==> src/sv/mcbs_pkg.sv <==
// Shared types, constants and helpers for the molecule centroid box scale unit.
// Depends on nothing; every other file of the block imports it.
`timescale 1ns / 1ps
`default_nettype none

package mcbs_pkg;

  localparam int ID_W    = 20;
  localparam int POS_W   = 32;
  localparam int SUM_W   = 40;
  localparam int REG_W   = 31;
  localparam int DIV_W   = 40;
  localparam int NUM_AX  = 3;
  localparam int ADDR_W  = 5;
  localparam int DATA_W  = 32;

  localparam int DEF_MAX_MOL_ATOMS = 64;
  localparam int DEF_ATOM_ID_BITS  = 20;

  localparam logic [REG_W-1:0] BOX_RESET   = REG_W'(65536);
  localparam logic [REG_W-1:0] SCALE_RESET = REG_W'(1073741824);
  localparam logic signed [32:0] Q30_ONE   = 33'sd1073741824;

  localparam logic [2:0] REG_BOX_X   = 3'd0;
  localparam logic [2:0] REG_BOX_Y   = 3'd1;
  localparam logic [2:0] REG_BOX_Z   = 3'd2;
  localparam logic [2:0] REG_SCALE_X = 3'd3;
  localparam logic [2:0] REG_SCALE_Y = 3'd4;
  localparam logic [2:0] REG_SCALE_Z = 3'd5;

  localparam logic [1:0] AX_X = 2'd0;
  localparam logic [1:0] AX_Z = 2'd2;

  typedef struct packed {
    logic [ID_W-1:0]         atom_id;
    logic signed [POS_W-1:0] pos_x;
    logic signed [POS_W-1:0] pos_y;
    logic signed [POS_W-1:0] pos_z;
    logic                    mol_end;
  } atom_in_t;

  typedef struct packed {
    logic [ID_W-1:0]         out_atom_id;
    logic signed [POS_W-1:0] new_x;
    logic signed [POS_W-1:0] new_y;
    logic signed [POS_W-1:0] new_z;
    logic                    out_mol_end;
    logic                    too_many;
  } atom_out_t;

  typedef struct packed {
    logic       load;
    logic       clear;
    logic       div1_start;
    logic       div1_fix;
    logic       div2_start;
    logic       div2_fix;
    logic       nowrap;
    logic       mul;
    logic       shift;
    logic       zero_shift;
    logic       idx_clear;
    logic       idx_inc;
    logic       rd;
    logic       out_load;
    logic [1:0] ax;
  } dp_cmd_t;

  typedef struct packed {
    logic div_done;
    logic ovf;
    logic box_zero;
    logic last;
  } dp_status_t;

  function automatic logic signed [POS_W-1:0] sat32(input logic signed [POS_W+8:0] v);
    logic signed [POS_W-1:0] r;
    if (v > 41'sd2147483647) begin
      r = 32'sh7fffffff;
    end else if (v < -41'sd2147483648) begin
      r = 32'sh80000000;
    end else begin
      r = v[POS_W-1:0];
    end
    return r;
  endfunction

endpackage

`default_nettype wire

==> src/sv/mcbs_ctrl.sv <==
// Controller: sequences loading, the per-axis centroid and wrap steps, and emission.
// Depends on mcbs_pkg for the command and status structs.
`timescale 1ns / 1ps
`default_nettype none

module mcbs_ctrl (
  input  wire                   clk_i,
  input  wire                   rst_ni,
  input  wire                   in_valid_i,
  input  wire                   in_mol_end_i,
  output logic                  in_stall_o,
  output logic                  out_valid_o,
  input  wire                   out_stall_i,
  output mcbs_pkg::dp_cmd_t     cmd_o,
  input  mcbs_pkg::dp_status_t  status_i
);
  import mcbs_pkg::*;

  typedef enum logic [3:0] {
    S_LOAD, S_START, S_D1, S_D1W, S_D1F, S_WRAP, S_D2W, S_D2F,
    S_MUL, S_SHF, S_RD, S_CALC, S_OUT
  } state_e;

  state_e     state_q;
  logic [1:0] ax_q;
  logic       out_valid_q;
  logic       in_beat, out_beat;

  assign in_stall_o  = (state_q != S_LOAD);
  assign out_valid_o = out_valid_q;
  assign in_beat     = in_valid_i && !in_stall_o;
  assign out_beat    = out_valid_q && !out_stall_i;

  always_comb begin
    cmd_o            = '0;
    cmd_o.ax         = ax_q;
    cmd_o.load       = in_beat;
    cmd_o.idx_clear  = (state_q == S_START);
    cmd_o.zero_shift = (state_q == S_START) && status_i.ovf;
    cmd_o.div1_start = (state_q == S_D1);
    cmd_o.div1_fix   = (state_q == S_D1F);
    cmd_o.nowrap     = (state_q == S_WRAP) && status_i.box_zero;
    cmd_o.div2_start = (state_q == S_WRAP) && !status_i.box_zero;
    cmd_o.div2_fix   = (state_q == S_D2F);
    cmd_o.mul        = (state_q == S_MUL);
    cmd_o.shift      = (state_q == S_SHF);
    cmd_o.rd         = (state_q == S_RD);
    cmd_o.out_load   = (state_q == S_CALC);
    cmd_o.clear      = (state_q == S_OUT) && out_beat && status_i.last;
    cmd_o.idx_inc    = (state_q == S_OUT) && out_beat && !status_i.last;
  end

  always_ff @(posedge clk_i or negedge rst_ni) begin
    if (!rst_ni) begin
      state_q     <= S_LOAD;
      ax_q        <= AX_X;
      out_valid_q <= 1'b0;
    end else begin
      case (state_q)
        S_LOAD: begin
          if (in_beat && in_mol_end_i) begin
            state_q <= S_START;
          end
        end
        S_START: begin
          ax_q    <= AX_X;
          state_q <= status_i.ovf ? S_RD : S_D1;
        end
        S_D1:  state_q <= S_D1W;
        S_D1W: begin
          if (status_i.div_done) begin
            state_q <= S_D1F;
          end
        end
        S_D1F:  state_q <= S_WRAP;
        S_WRAP: state_q <= status_i.box_zero ? S_MUL : S_D2W;
        S_D2W: begin
          if (status_i.div_done) begin
            state_q <= S_D2F;
          end
        end
        S_D2F: state_q <= S_MUL;
        S_MUL: state_q <= S_SHF;
        S_SHF: begin
          if (ax_q == AX_Z) begin
            state_q <= S_RD;
          end else begin
            ax_q    <= ax_q + 1'b1;
            state_q <= S_D1;
          end
        end
        S_RD: state_q <= S_CALC;
        S_CALC: begin
          out_valid_q <= 1'b1;
          state_q     <= S_OUT;
        end
        S_OUT: begin
          if (out_beat) begin
            out_valid_q <= 1'b0;
            state_q     <= status_i.last ? S_LOAD : S_RD;
          end
        end
        default: state_q <= S_LOAD;
      endcase
    end
  end

  a_valid_only_in_out: assert property (@(posedge clk_i) disable iff (!rst_ni)
    out_valid_q |-> state_q == S_OUT)
    else $error("result valid outside emit state");

  a_last_returns_load: assert property (@(posedge clk_i) disable iff (!rst_ni)
    (out_beat && status_i.last) |=> !in_stall_o)
    else $error("input not reopened after last result");

  a_div_done_waited: assert property (@(posedge clk_i) disable iff (!rst_ni)
    status_i.div_done |-> (state_q == S_D1W || state_q == S_D2W))
    else $error("divider finished while not awaited");

  a_no_overlap: assert property (@(posedge clk_i) disable iff (!rst_ni)
    out_valid_q |-> in_stall_o)
    else $error("input open while emitting");

endmodule

`default_nettype wire

==> config.mk <==
export PLATFORM = sky130hd
export DESIGN_NAME = mcbs_ctrl
export DESIGN_NICKNAME = d
export VERILOG_FILES = /design/src/sv/mcbs_pkg.sv /design/src/sv/mcbs_ctrl.sv
export SDC_FILE = /design/constraint.sdc
export NUM_CORES = 1
export LEC_CHECK = 0
export ABC_AREA = 1
export BUFFER_PORTS_ARGS = -buffer_cell sky130_fd_sc_hd__buf_2
export CAP_MARGIN = 0
export CORE_MARGIN = 5
export CORE_UTILIZATION = 30
export CTS_BUF_LIST = sky130_fd_sc_hd__clkbuf_4 sky130_fd_sc_hd__clkbuf_8
export CTS_CLUSTER_DIAMETER = 80
export DETAILED_ROUTE_END_ITERATION = 6
export PLACE_DENSITY = 0.68
export SLEW_MARGIN = 20
export SYNTH_ARGS = -nofsm -noshare
export SYNTH_HDL_FRONTEND = slang
export SYNTH_SLANG_ARGS = --single-unit
export TNS_END_PERCENT = 20
==> constraint.sdc <==
create_clock -name clk_i -period 2.85 [get_ports clk_i]
set_input_delay 0.285 -clock clk_i [delete_from_list [all_inputs] [get_ports clk_i]]
set_output_delay 0.285 -clock clk_i [all_outputs]
set_load 0.005 [all_outputs]
==> results.yml, run 1 <==
worst_setup_path:
  cpPeakStageDelay_ps: 420
  path_cells: "nor2_1, inv_1, nor2_1, buf_2"
  start_kind: "flop"
  cp.arrival_ps: 1380
  rr_endpoint: "state_q[2]$_DFFE_PN0P_"
  r2r_cells: 6
  critPathSlowestCell: "dfrtp_1"
  cp-end-kind: "output pin"
  startpoint: "state_q[2]$_DFFE_PN0P_"
  worstSetupPathType: "flop to output pin"
  reg2reg_slack_ps: 1520
  cp_max_fo: 5
  reg2reg_from: "state_q[2]$_DFFE_PN0P_"
  crit_end: "cmd_o[5]"
  critical_path_required_ps: 2570
  cp_common_cell: "nor2_1"
finish:
  layout_common_cells: "nand2_1, buf_2, inv_1"
  final_nets: 139
  stdcell_count: 153
  utilization_pct: 43.2
  antenna_cells: 0
  final_common_cell: "nand2_1"
  syn2layout_area_growth_pct: 34.1
  layout-drive-gt1-share_pct: 28.1
  fill_cells: 206
floorplan:
  die_w_um: 53.5
  die_height_um: 53.5
  initial_utilization_pct: 32.2
  core_um2: 1760
  io_pins: 27
  die_area_um2: 2860
  row_count: 15
route:
  final_antenna_net_count: 0
  drc_errors: 0
  routed_wl_mm: 1.51
  routed.top_layer: "met4"
  wl_met3_um: 88
  wl_per_cell_um: 9.86
  wl_met2_um: 702
  viasPerCell: 4.42
  drt-pass1-iter-count: 4
  drt_first_iter_violations: 11
  num_vias: 676
  wl_met1_um: 706
global_route:
  grt_pass1_wl_mm: 2.38
  grtUsageTotal_pct: 11.5
  grt-ovfl-total: 0
  grt_max_degree: 8
  grt_pass1_vias: 598
  antenna_found_initial: 0
timing:
  period_share_pct: 58.5
  fin_crit_ps: 1670
  tightest_slew_ps: 306
  rsz0062_at_grt: "false"
  relSlewSlack_pct: 79.5
  worst_slack_ps: 1180
  drv_slew: 0
  finalHoldViolations: 0
  fin_tns_setup_ps: 0
  skew_ps: 2.76
  timing.fmax_mhz: 600
  setup_viol: 0
clocking:
  clk_pin_slew_ps: 50
  cts_made_buffers: 3
  root_buffer: "clkbuf_4"
  tritoncts: "done"
  clock_latency_ps: 250
  cts_resized: 0
  clock_sinks: 7
  clockBufferDepth: 2
  htree_levels: 1
power:
  peakVddDrop_mv: 0.466
  leakage_nw: 0.524
  power_density_nw_per_um2: 888
placed_design:
  place.gp.congestion: 0.916
  portBuffers: 26
  post-dp-hpwl_mm: 1.33
  place_ws_ps: 1460
  place_inst: 148
synthesis:
  netlist_instances: 98
  synth_top_area_share_pct: 30.8
  ys_seq_elements: 7
  syn-mean-instance-area_um2: 5.80
  synth_seq_area_share_pct: 30.8
  synth-warning-count: 0
  synth.distinct_cells: 15
  synth_area_leader_cell: "dfrtp_1"
  synth_area_um2: 568
  synth_nets: 108
  synth.area.top_cells: "dfrtp_1, nand2_1, inv_1"
hold_path:
  hp-class: "input port to flop"
run_status:
  status: "finished clean"
run:
  cap_violations: 0
[metal layers]
layer,vias up,GRT usage [%]
met5,-,0
met4,0,3.83
met3,2,3.38
met2,24,18.4
met1,296,14.8
li1,354,-
[power breakdown]
| group | internal [mW] | switching [mW] |
|---|---|---|
| Combinational | 0.143 | 0.250 |
| Sequential | 0.143 | 0.0449 |
| Clock | 0.0627 | 0.0332 |
[cell usage after synthesis (all sizes together)]
master,instances
inv,24
nand2,27
o21bai,1
nor2,18
dfrtp,7
nor3,1
a21oi,1
nand3,10
buf,1
o21ai,6
ha,1
nor4,1
[area by class of cell]
| type | instances | area, um2 | area share (%) |
|---|---|---|---|
| timing repair buffer | 27 | 140 | 18.4 |
| sequential | 7 | 175 | 23.0 |
| clock buffer | 4 | 30.0 | 3.94 |
| tap | 25 | 31.3 | 4.11 |
| inverter | 24 | 90.1 | 11.8 |
| multi-input combinational | 66 | 295 | 38.8 |
[stage by stage]
stage / cell area, um2 / power [mW] / hold slack [ps]
after global placement: 722 / 0.577 / 121
after global routing: 762 / 0.755 / 375
after CTS: 762 / 0.685 / 353
after floorplan: 568 / 0.452 / -10.6
after detailed placement: 722 / 0.584 / 123
final: 762 / 0.677 / 357
[critical path, delay by kind of cell, from the launching register on]
| kind | cells | cell delay (ps) |
|---|---|---|
| buffers and inverters | 2 | 260 |
| flip-flops | 1 | 420 |
| AND/OR/NAND/NOR | 2 | 450 |
[kinds of logic after synthesis]
kind of cell | synth area share, %
fa+ha+maj | 2.20
buf+inv | 17.2
compound gates | 7.49
flops | 30.8
simple gates | 42.3
[state kept, by name, indices dropped and copies added (netlist names)]
signal and cells:
state_q 4, out_valid_o 1, ax_q 2
[how the worst min path moves through the flow]
stage	from	endpoint	slack, ps	depth (start not counted)
final	status_i[3]	state_q[0]$_DFFE_PN0P_	360	4
after global routing	status_i[3]	state_q[0]$_DFFE_PN0P_	380	4
after CTS	status_i[3]	state_q[0]$_DFFE_PN0P_	350	4
after detailed placement	rst_ni	ax_q[1]$_DFFE_PN0P_	120	1
after global placement	rst_ni	ax_q[1]$_DFFE_PN0P_	120	1
after floorplan	rst_ni	ax_q[0]$_DFFE_PN0P_	-10	0
[repair_timing]
action	in CTS	in global routing
hold endpoints to repair	7	0
buffers inserted	0	0
hold buffers	1	0
No activity file was read; power rests on OpenSTA's default activity.
==> inputs of run 2 (changes only) <==
--- a/config.mk
+++ b/config.mk
@@ -5,7 +5,7 @@
 export SDC_FILE = /design/constraint.sdc
 export NUM_CORES = 1
 export LEC_CHECK = 0
-export ABC_AREA = 1
+export ABC_AREA = 0
 export BUFFER_PORTS_ARGS = -buffer_cell sky130_fd_sc_hd__buf_2
 export CAP_MARGIN = 0
 export CORE_MARGIN = 5
==> constraint.sdc (replaced) <==
create_clock -name clk_i -period 1.4 [get_ports clk_i]
set_input_delay 0.14 -clock clk_i [delete_from_list [all_inputs] [get_ports clk_i]]
set_output_delay 0.14 -clock clk_i [all_outputs]
set_load 0.005 [all_outputs]
==> results.yml, run 2 <==
global_route:
  grt_max_degree: 12
  grt_busiest_layer: "met2"
  grt-ovfl-total: 0
  grt_pass1_vias: 812
  grtUsageMet2_pct: 24.7
  grtUsageTotal_pct: 13.9
  grt_pass1_wl_mm: 3.53
  grt_use_met1_pct: 15.0
  antenna_found_initial: 0
  use_met3_pct: 3.71
clocking:
  root_buffer: "clkbuf_4"
  clk_pin_slew_ps: 60
  htree_levels: 1
  cts_made_buffers: 3
  clock_latency_ps: 260
  clock_sinks: 7
  tritoncts: "done"
  clockBufferDepth: 2
synthesis:
  synth_nets: 92
  netlist_instances: 82
  synth-warning-count: 0
  synth.distinct_cells: 31
  synth_most_common_cell: "nor2_1"
  synth_area_um2: 637
  ys_seq_elements: 7
  synthFlopType: "dfrtp_1"
  synth.area.top_cells: "dfrtp_1, nor3_1, a21oi_1"
  synth_top_area_share_pct: 27.5
  synth-async-reset-ratio_pct: 100
  synth-edff-count: 0
  synth_seq_area_share_pct: 27.5
  syn-mean-instance-area_um2: 7.77
  yosys-top-cells-count: "nor2_1, dfrtp_1, nand2_1, nor3_1, a21oi_1"
  synth_area_leader_cell: "dfrtp_1"
floorplan:
  die_w_um: 56.1
  core_um2: 2000
  die_area_um2: 3140
  initial_utilization_pct: 31.8
  io_pins: 27
  row_count: 16
  die_height_um: 56.1
worst_setup_path:
  cp-end-kind: "output pin"
  crit_buf_inv: 1
  critPathTopFamily: "simple AND/OR/NAND/NOR gates"
  start_kind: "flop"
  cp.arrival_ps: 1380
  cpPeakStageDelay_ps: 550
  path_cells: "or4_4, buf_6"
  cp_max_fo: 5
  critPathSlowestCell: "or4_4"
  worstSetupPathType: "flop to output pin"
  critical_path_required_ps: 1260
finish:
  top_register: "state_q"
  layout-drive-gt1-share_pct: 62.7
  syn2layout_area_growth_pct: 71.3
  final_common_cell: "buf_2"
  final_nets: 137
  stdcell_count: 153
  finalInstanceArea_um2: 1090
  largest_reg_flops: 4
  antenna_cells: 0
  layout_common_cells: "buf_2, buf_4"
timing:
  timing.fmax_mhz: 660
  setup_viol: 14
  skew_ps: 4.22
  fin_crit_ps: 1520
  period_share_pct: 108
  finalHoldViolations: 0
  drv_slew: 0
  relSlewSlack_pct: 81.5
  rsz0062_at_grt: "true"
  worst_slack_ps: -116
  tightest_slew_ps: 275
placed_design:
  portBuffers: 26
  place.gp.congestion: 0.851
  place_inst: 138
  post-dp-hpwl_mm: 1.40
  place_ws_ps: 20.0
  place_area_um2: 832
route:
  drt-pass1-iter-count: 4
  wl_per_cell_um: 14.6
  num_vias: 772
  drt_first_iter_violations: 28
  routed_wl_mm: 2.23
  viasPerCell: 5.05
  final_antenna_net_count: 0
  drc_errors: 0
power:
  power_density_nw_per_um2: 2140
  peakVddDrop_mv: 0.984
  leakage_nw: 0.547
run_status:
  status: "finished with violations"
  violations: "setup timing"
run:
  cap_violations: 0
hold_path:
  hp-class: "input port to asynchronous set/reset pin"
## run 2: worst paths after layout
kind,start,to,slack [ps],cells past startpoint
worst max-delay path,state_q[0]$_DFFE_PN0P_,in_stall_o,-120,2
worst min-delay path,rst_ni,ax_q[0]$_DFFE_PN0P_,240,2
worst max register to register,state_q[1]$_DFFE_PN0P_,state_q[2]$_DFFE_PN0P_,-30,5
worst min register to register,out_valid_o$_DFFE_PN0P_,out_valid_o$_DFFE_PN0P_,550,2
max in group asynchronous,rst_ni,state_q[0]$_DFFE_PN0P_,990,2
min in group clk_i,status_i[0],state_q[3]$_DFFE_PN0P_,240,3
## run 2: metrics by stage
step / utilization (%) / TNS [ps] / total power [mW] / hold WS (ps)
floorplan: - / 0 / 1.16 / -156
global placement: 41.6 / 0 / 1.52 / -21.7
detailed placement: 41.6 / 0 / 1.55 / -21.3
CTS: 51.1 / -382 / 2.13 / 214
global route: 54.5 / -1470 / 2.51 / 256
finish: 54.5 / -558 / 2.34 / 236
## run 2: power breakdown
part / internal, mW / total (mW) / switching [mW] / leakage [nW]
sequential: 0.298 / 0.431 / 0.133 / 0.0854
clock: 0.129 / 0.211 / 0.0825 / 0.0184
combinational: 0.876 / 1.70 / 0.822 / 0.444
total: 1.30 / 2.34 / 1.04 / 0.547
## run 2: cell type report
cell class | instances | area, um2
clock buffers | 4 | 30.0
fillers | 181 | 911
inverters | 4 | 20.0
multi-input cells | 63 | 505
flip-flops and latches | 7 | 179
well taps | 27 | 33.8
repair buffers | 48 | 323
## run 2: cells by family (layout without fill, tap and decap cells)
| logic type | count (synthesis) | in the layout | synth area share [%] |
|---|---|---|---|
| compound gates | 20 | 20 | 21.6 |
| fa+ha+maj | 1 | 1 | 1.96 |
| buf+inv | 12 | 56 | 10.4 |
| flops | 7 | 7 | 27.5 |
| mux | 2 | 2 | 3.14 |
| simple gates | 40 | 40 | 35.4 |
## run 2: layer usage
layer | vias to the layer above | routed length [um]
li1 | 386 | -
met3 | 5 | 102
met2 | 19 | 1140
met4 | 0 | 25
met5 | - | 0
met1 | 362 | 956
## run 2: repair_timing
| item | 4_1_cts | 5_1_grt |
|---|---|---|
| endpoints found under the setup margin | 14 | 19 |
| gates resized for setup | 22 | 15 |
| pin swaps | 4 | 3 |
| hold buffers | 1 | 0 |
| endpoints found under the hold margin | 7 | 0 |
| buffers inserted | 9 | 1 |
==> inputs of run 3 (changes only) <==
--- a/config.mk
+++ b/config.mk
@@ -8,12 +8,14 @@
 export ABC_AREA = 0
 export BUFFER_PORTS_ARGS = -buffer_cell sky130_fd_sc_hd__buf_2
 export CAP_MARGIN = 0
+export CELL_PAD_IN_SITES_DETAIL_PLACEMENT = 1
+export CELL_PAD_IN_SITES_GLOBAL_PLACEMENT = 1
 export CORE_MARGIN = 5
 export CORE_UTILIZATION = 30
 export CTS_BUF_LIST = sky130_fd_sc_hd__clkbuf_4 sky130_fd_sc_hd__clkbuf_8
 export CTS_CLUSTER_DIAMETER = 80
 export DETAILED_ROUTE_END_ITERATION = 6
-export PLACE_DENSITY = 0.68
+export PLACE_DENSITY = 0.88
 export SLEW_MARGIN = 20
 export SYNTH_ARGS = -nofsm -noshare
 export SYNTH_HDL_FRONTEND = slang
==> results.yml, run 3 (same netlist as run 2, synthesis figures left out) <==
power:
  pwr-share-comb_pct: 73.6
  p_switching_mw: 1.13
  leakage_nw: 0.513
  total_power_mw: 2.40
  switching_share_pct: 47.4
  peakVddDrop_mv: 0.880
  p_seq_share_pct: 18.3
  power_density_nw_per_um2: 2300
  clockPowerShare_pct: 8.1
  p_int_mw: 1.26
finish:
  final_common_cell: "buf_2"
  stdcell_count: 150
  syn2layout_area_growth_pct: 63.3
  utilization_pct: 51.9
  layout_common_cells: "buf_2, buf_4, nor2_1, a21oi_1"
  finalInstanceArea_um2: 1040
  final-seq-area_um2: 180
  fill_cells: 250
  top_register: "state_q"
  multi_input_area_um2: 487
  largest_reg_flops: 4
  antenna_cells: 0
  final_nets: 134
  layout-drive-gt1-share_pct: 61.0
worst_setup_path:
  reg2reg_from: "state_q[3]$_DFFE_PN0P_"
  crit_buf_inv: 2
  path_cells: "buf_6, or4_4, buf_6"
  cp.arrival_ps: 1420
  cpPeakStageDelay_ps: 460
  critical_path_required_ps: 1260
  worstSetupPathType: "flop to output pin"
  startpoint: "state_q[3]$_DFFE_PN0P_"
  cp_common_cell: "buf_6"
  critPathSlowestCell: "dfrtp_2"
  cp-end-kind: "output pin"
  cp_max_fo: 6
  critPathTopFamily: "flip-flops"
  start_kind: "flop"
global_route:
  grt_pass1_wl_mm: 4.49
  grt_pass1_vias: 850
  grt_max_degree: 13
  grtUsageTotal_pct: 18.5
  grt-ovfl-total: 0
  antenna_found_initial: 0
floorplan:
  die_w_um: 56.1
  die_area_um2: 3140
  die_height_um: 56.1
  row_count: 16
  initial_utilization_pct: 31.8
  io_pins: 27
  core_um2: 2000
clocking:
  clock_latency_ps: 260
  clock_sinks: 7
  tritoncts: "done"
  htree_levels: 1
  cts_made_buffers: 3
  clockBufferDepth: 2
  clk_pin_slew_ps: 60
  root_buffer: "clkbuf_4"
route:
  num_vias: 821
  viasPerCell: 5.47
  drc_errors: 0
  drt-pass1-iter-count: 4
  drt_first_iter_violations: 38
  final_antenna_net_count: 0
  wl_per_cell_um: 21.4
  routed_wl_mm: 3.21
timing:
  timing.fmax_mhz: 639
  tightest_slew_ps: 414
  hold_ws_ps: 274
  fin_tns_setup_ps: -1030
  rsz0062_at_grt: "true"
  setup_viol: 13
  finalHoldViolations: 0
  relSlewSlack_pct: 72.2
  period_share_pct: 112
  fin_crit_ps: 1560
  skew_ps: 2.84
  worst_slack_ps: -164
  drv_slew: 0
hold_path:
  hp-class: "input port to asynchronous set/reset pin"
placed_design:
  place_inst: 135
  place_ws_ps: -73.0
  post-dp-hpwl_mm: 1.66
  place_area_um2: 810
  place.gp.congestion: 0.761
  portBuffers: 26
run:
  cap_violations: 0
run_status:
  status: "finished with violations"
  violations: "setup timing"
[run 3: changes by cell type in the layout (fill, tap and decap cells not counted), sizes merged]
| cell | change |
|---|---|
| buf | -3 |
| clkbuf | -1 |
| clkinv | +1 |
[run 3: power by group through the flow]
stage,Sequential [mW],Combinational [mW],Clock (mW)
final,0.438,1.76,0.195
after global routing,0.445,1.89,0.220
after CTS,0.420,1.46,0.189
after detailed placement,0.430,1.12,0
after global placement,0.418,1.06,0
after floorplan,0.343,0.813,0
[run 3: layer usage]
layer / up-vias / global-route usage [%] / routed length, um
li1: 377 / - / -
met4: 0 / 9.15 / 119
met1: 399 / 19.9 / 1280
met2: 33 / 32.6 / 1710
met5: - / 0 / 0
met3: 12 / 5.57 / 100
[run 3: layout make-up]
cell class	count	area share [%]
inverter	4	1.44
timing repair buffer	45	28.5
sequential	7	17.3
clock inverter	1	0.481
clock buffer	3	2.17
tap	27	3.25
multi-input combinational	63	46.8
[run 3: worst register-to-register path, cell delays in order (launching register included)]
cell     delay, ps
dfrtp_2        460
buf_6          150
buf_4          120
o21ai_0        200
a21oi_1        130
nor4_2         350
[run 3: final timing paths]
| check | slack (ps) | cells after the start | endpoint |
|---|---|---|---|
| worst min-delay path | 270 | 2 | ax_q[0]$_DFFE_PN0P_ |
| worst max-delay path | -160 | 3 | in_stall_o |
| worst min register to register | 580 | 1 | ax_q[1]$_DFFE_PN0P_ |
| worst max register to register | -160 | 5 | state_q[1]$_DFFE_PN0P_ |
| max in group asynchronous | 940 | 2 | state_q[1]$_DFFE_PN0P_ |
| min in group clk_i | 280 | 3 | state_q[3]$_DFFE_PN0P_ |
[run 3: repair_timing]
action / in CTS / in global routing
gates resized for setup: 17 / 17
cloned: 0 / 0
endpoints found under the hold margin: 7 / 0
setup endpoints to repair: 15 / 19
buffers inserted: 8 / 2
hold buffers: 1 / 0
pin swaps: 2 / 0
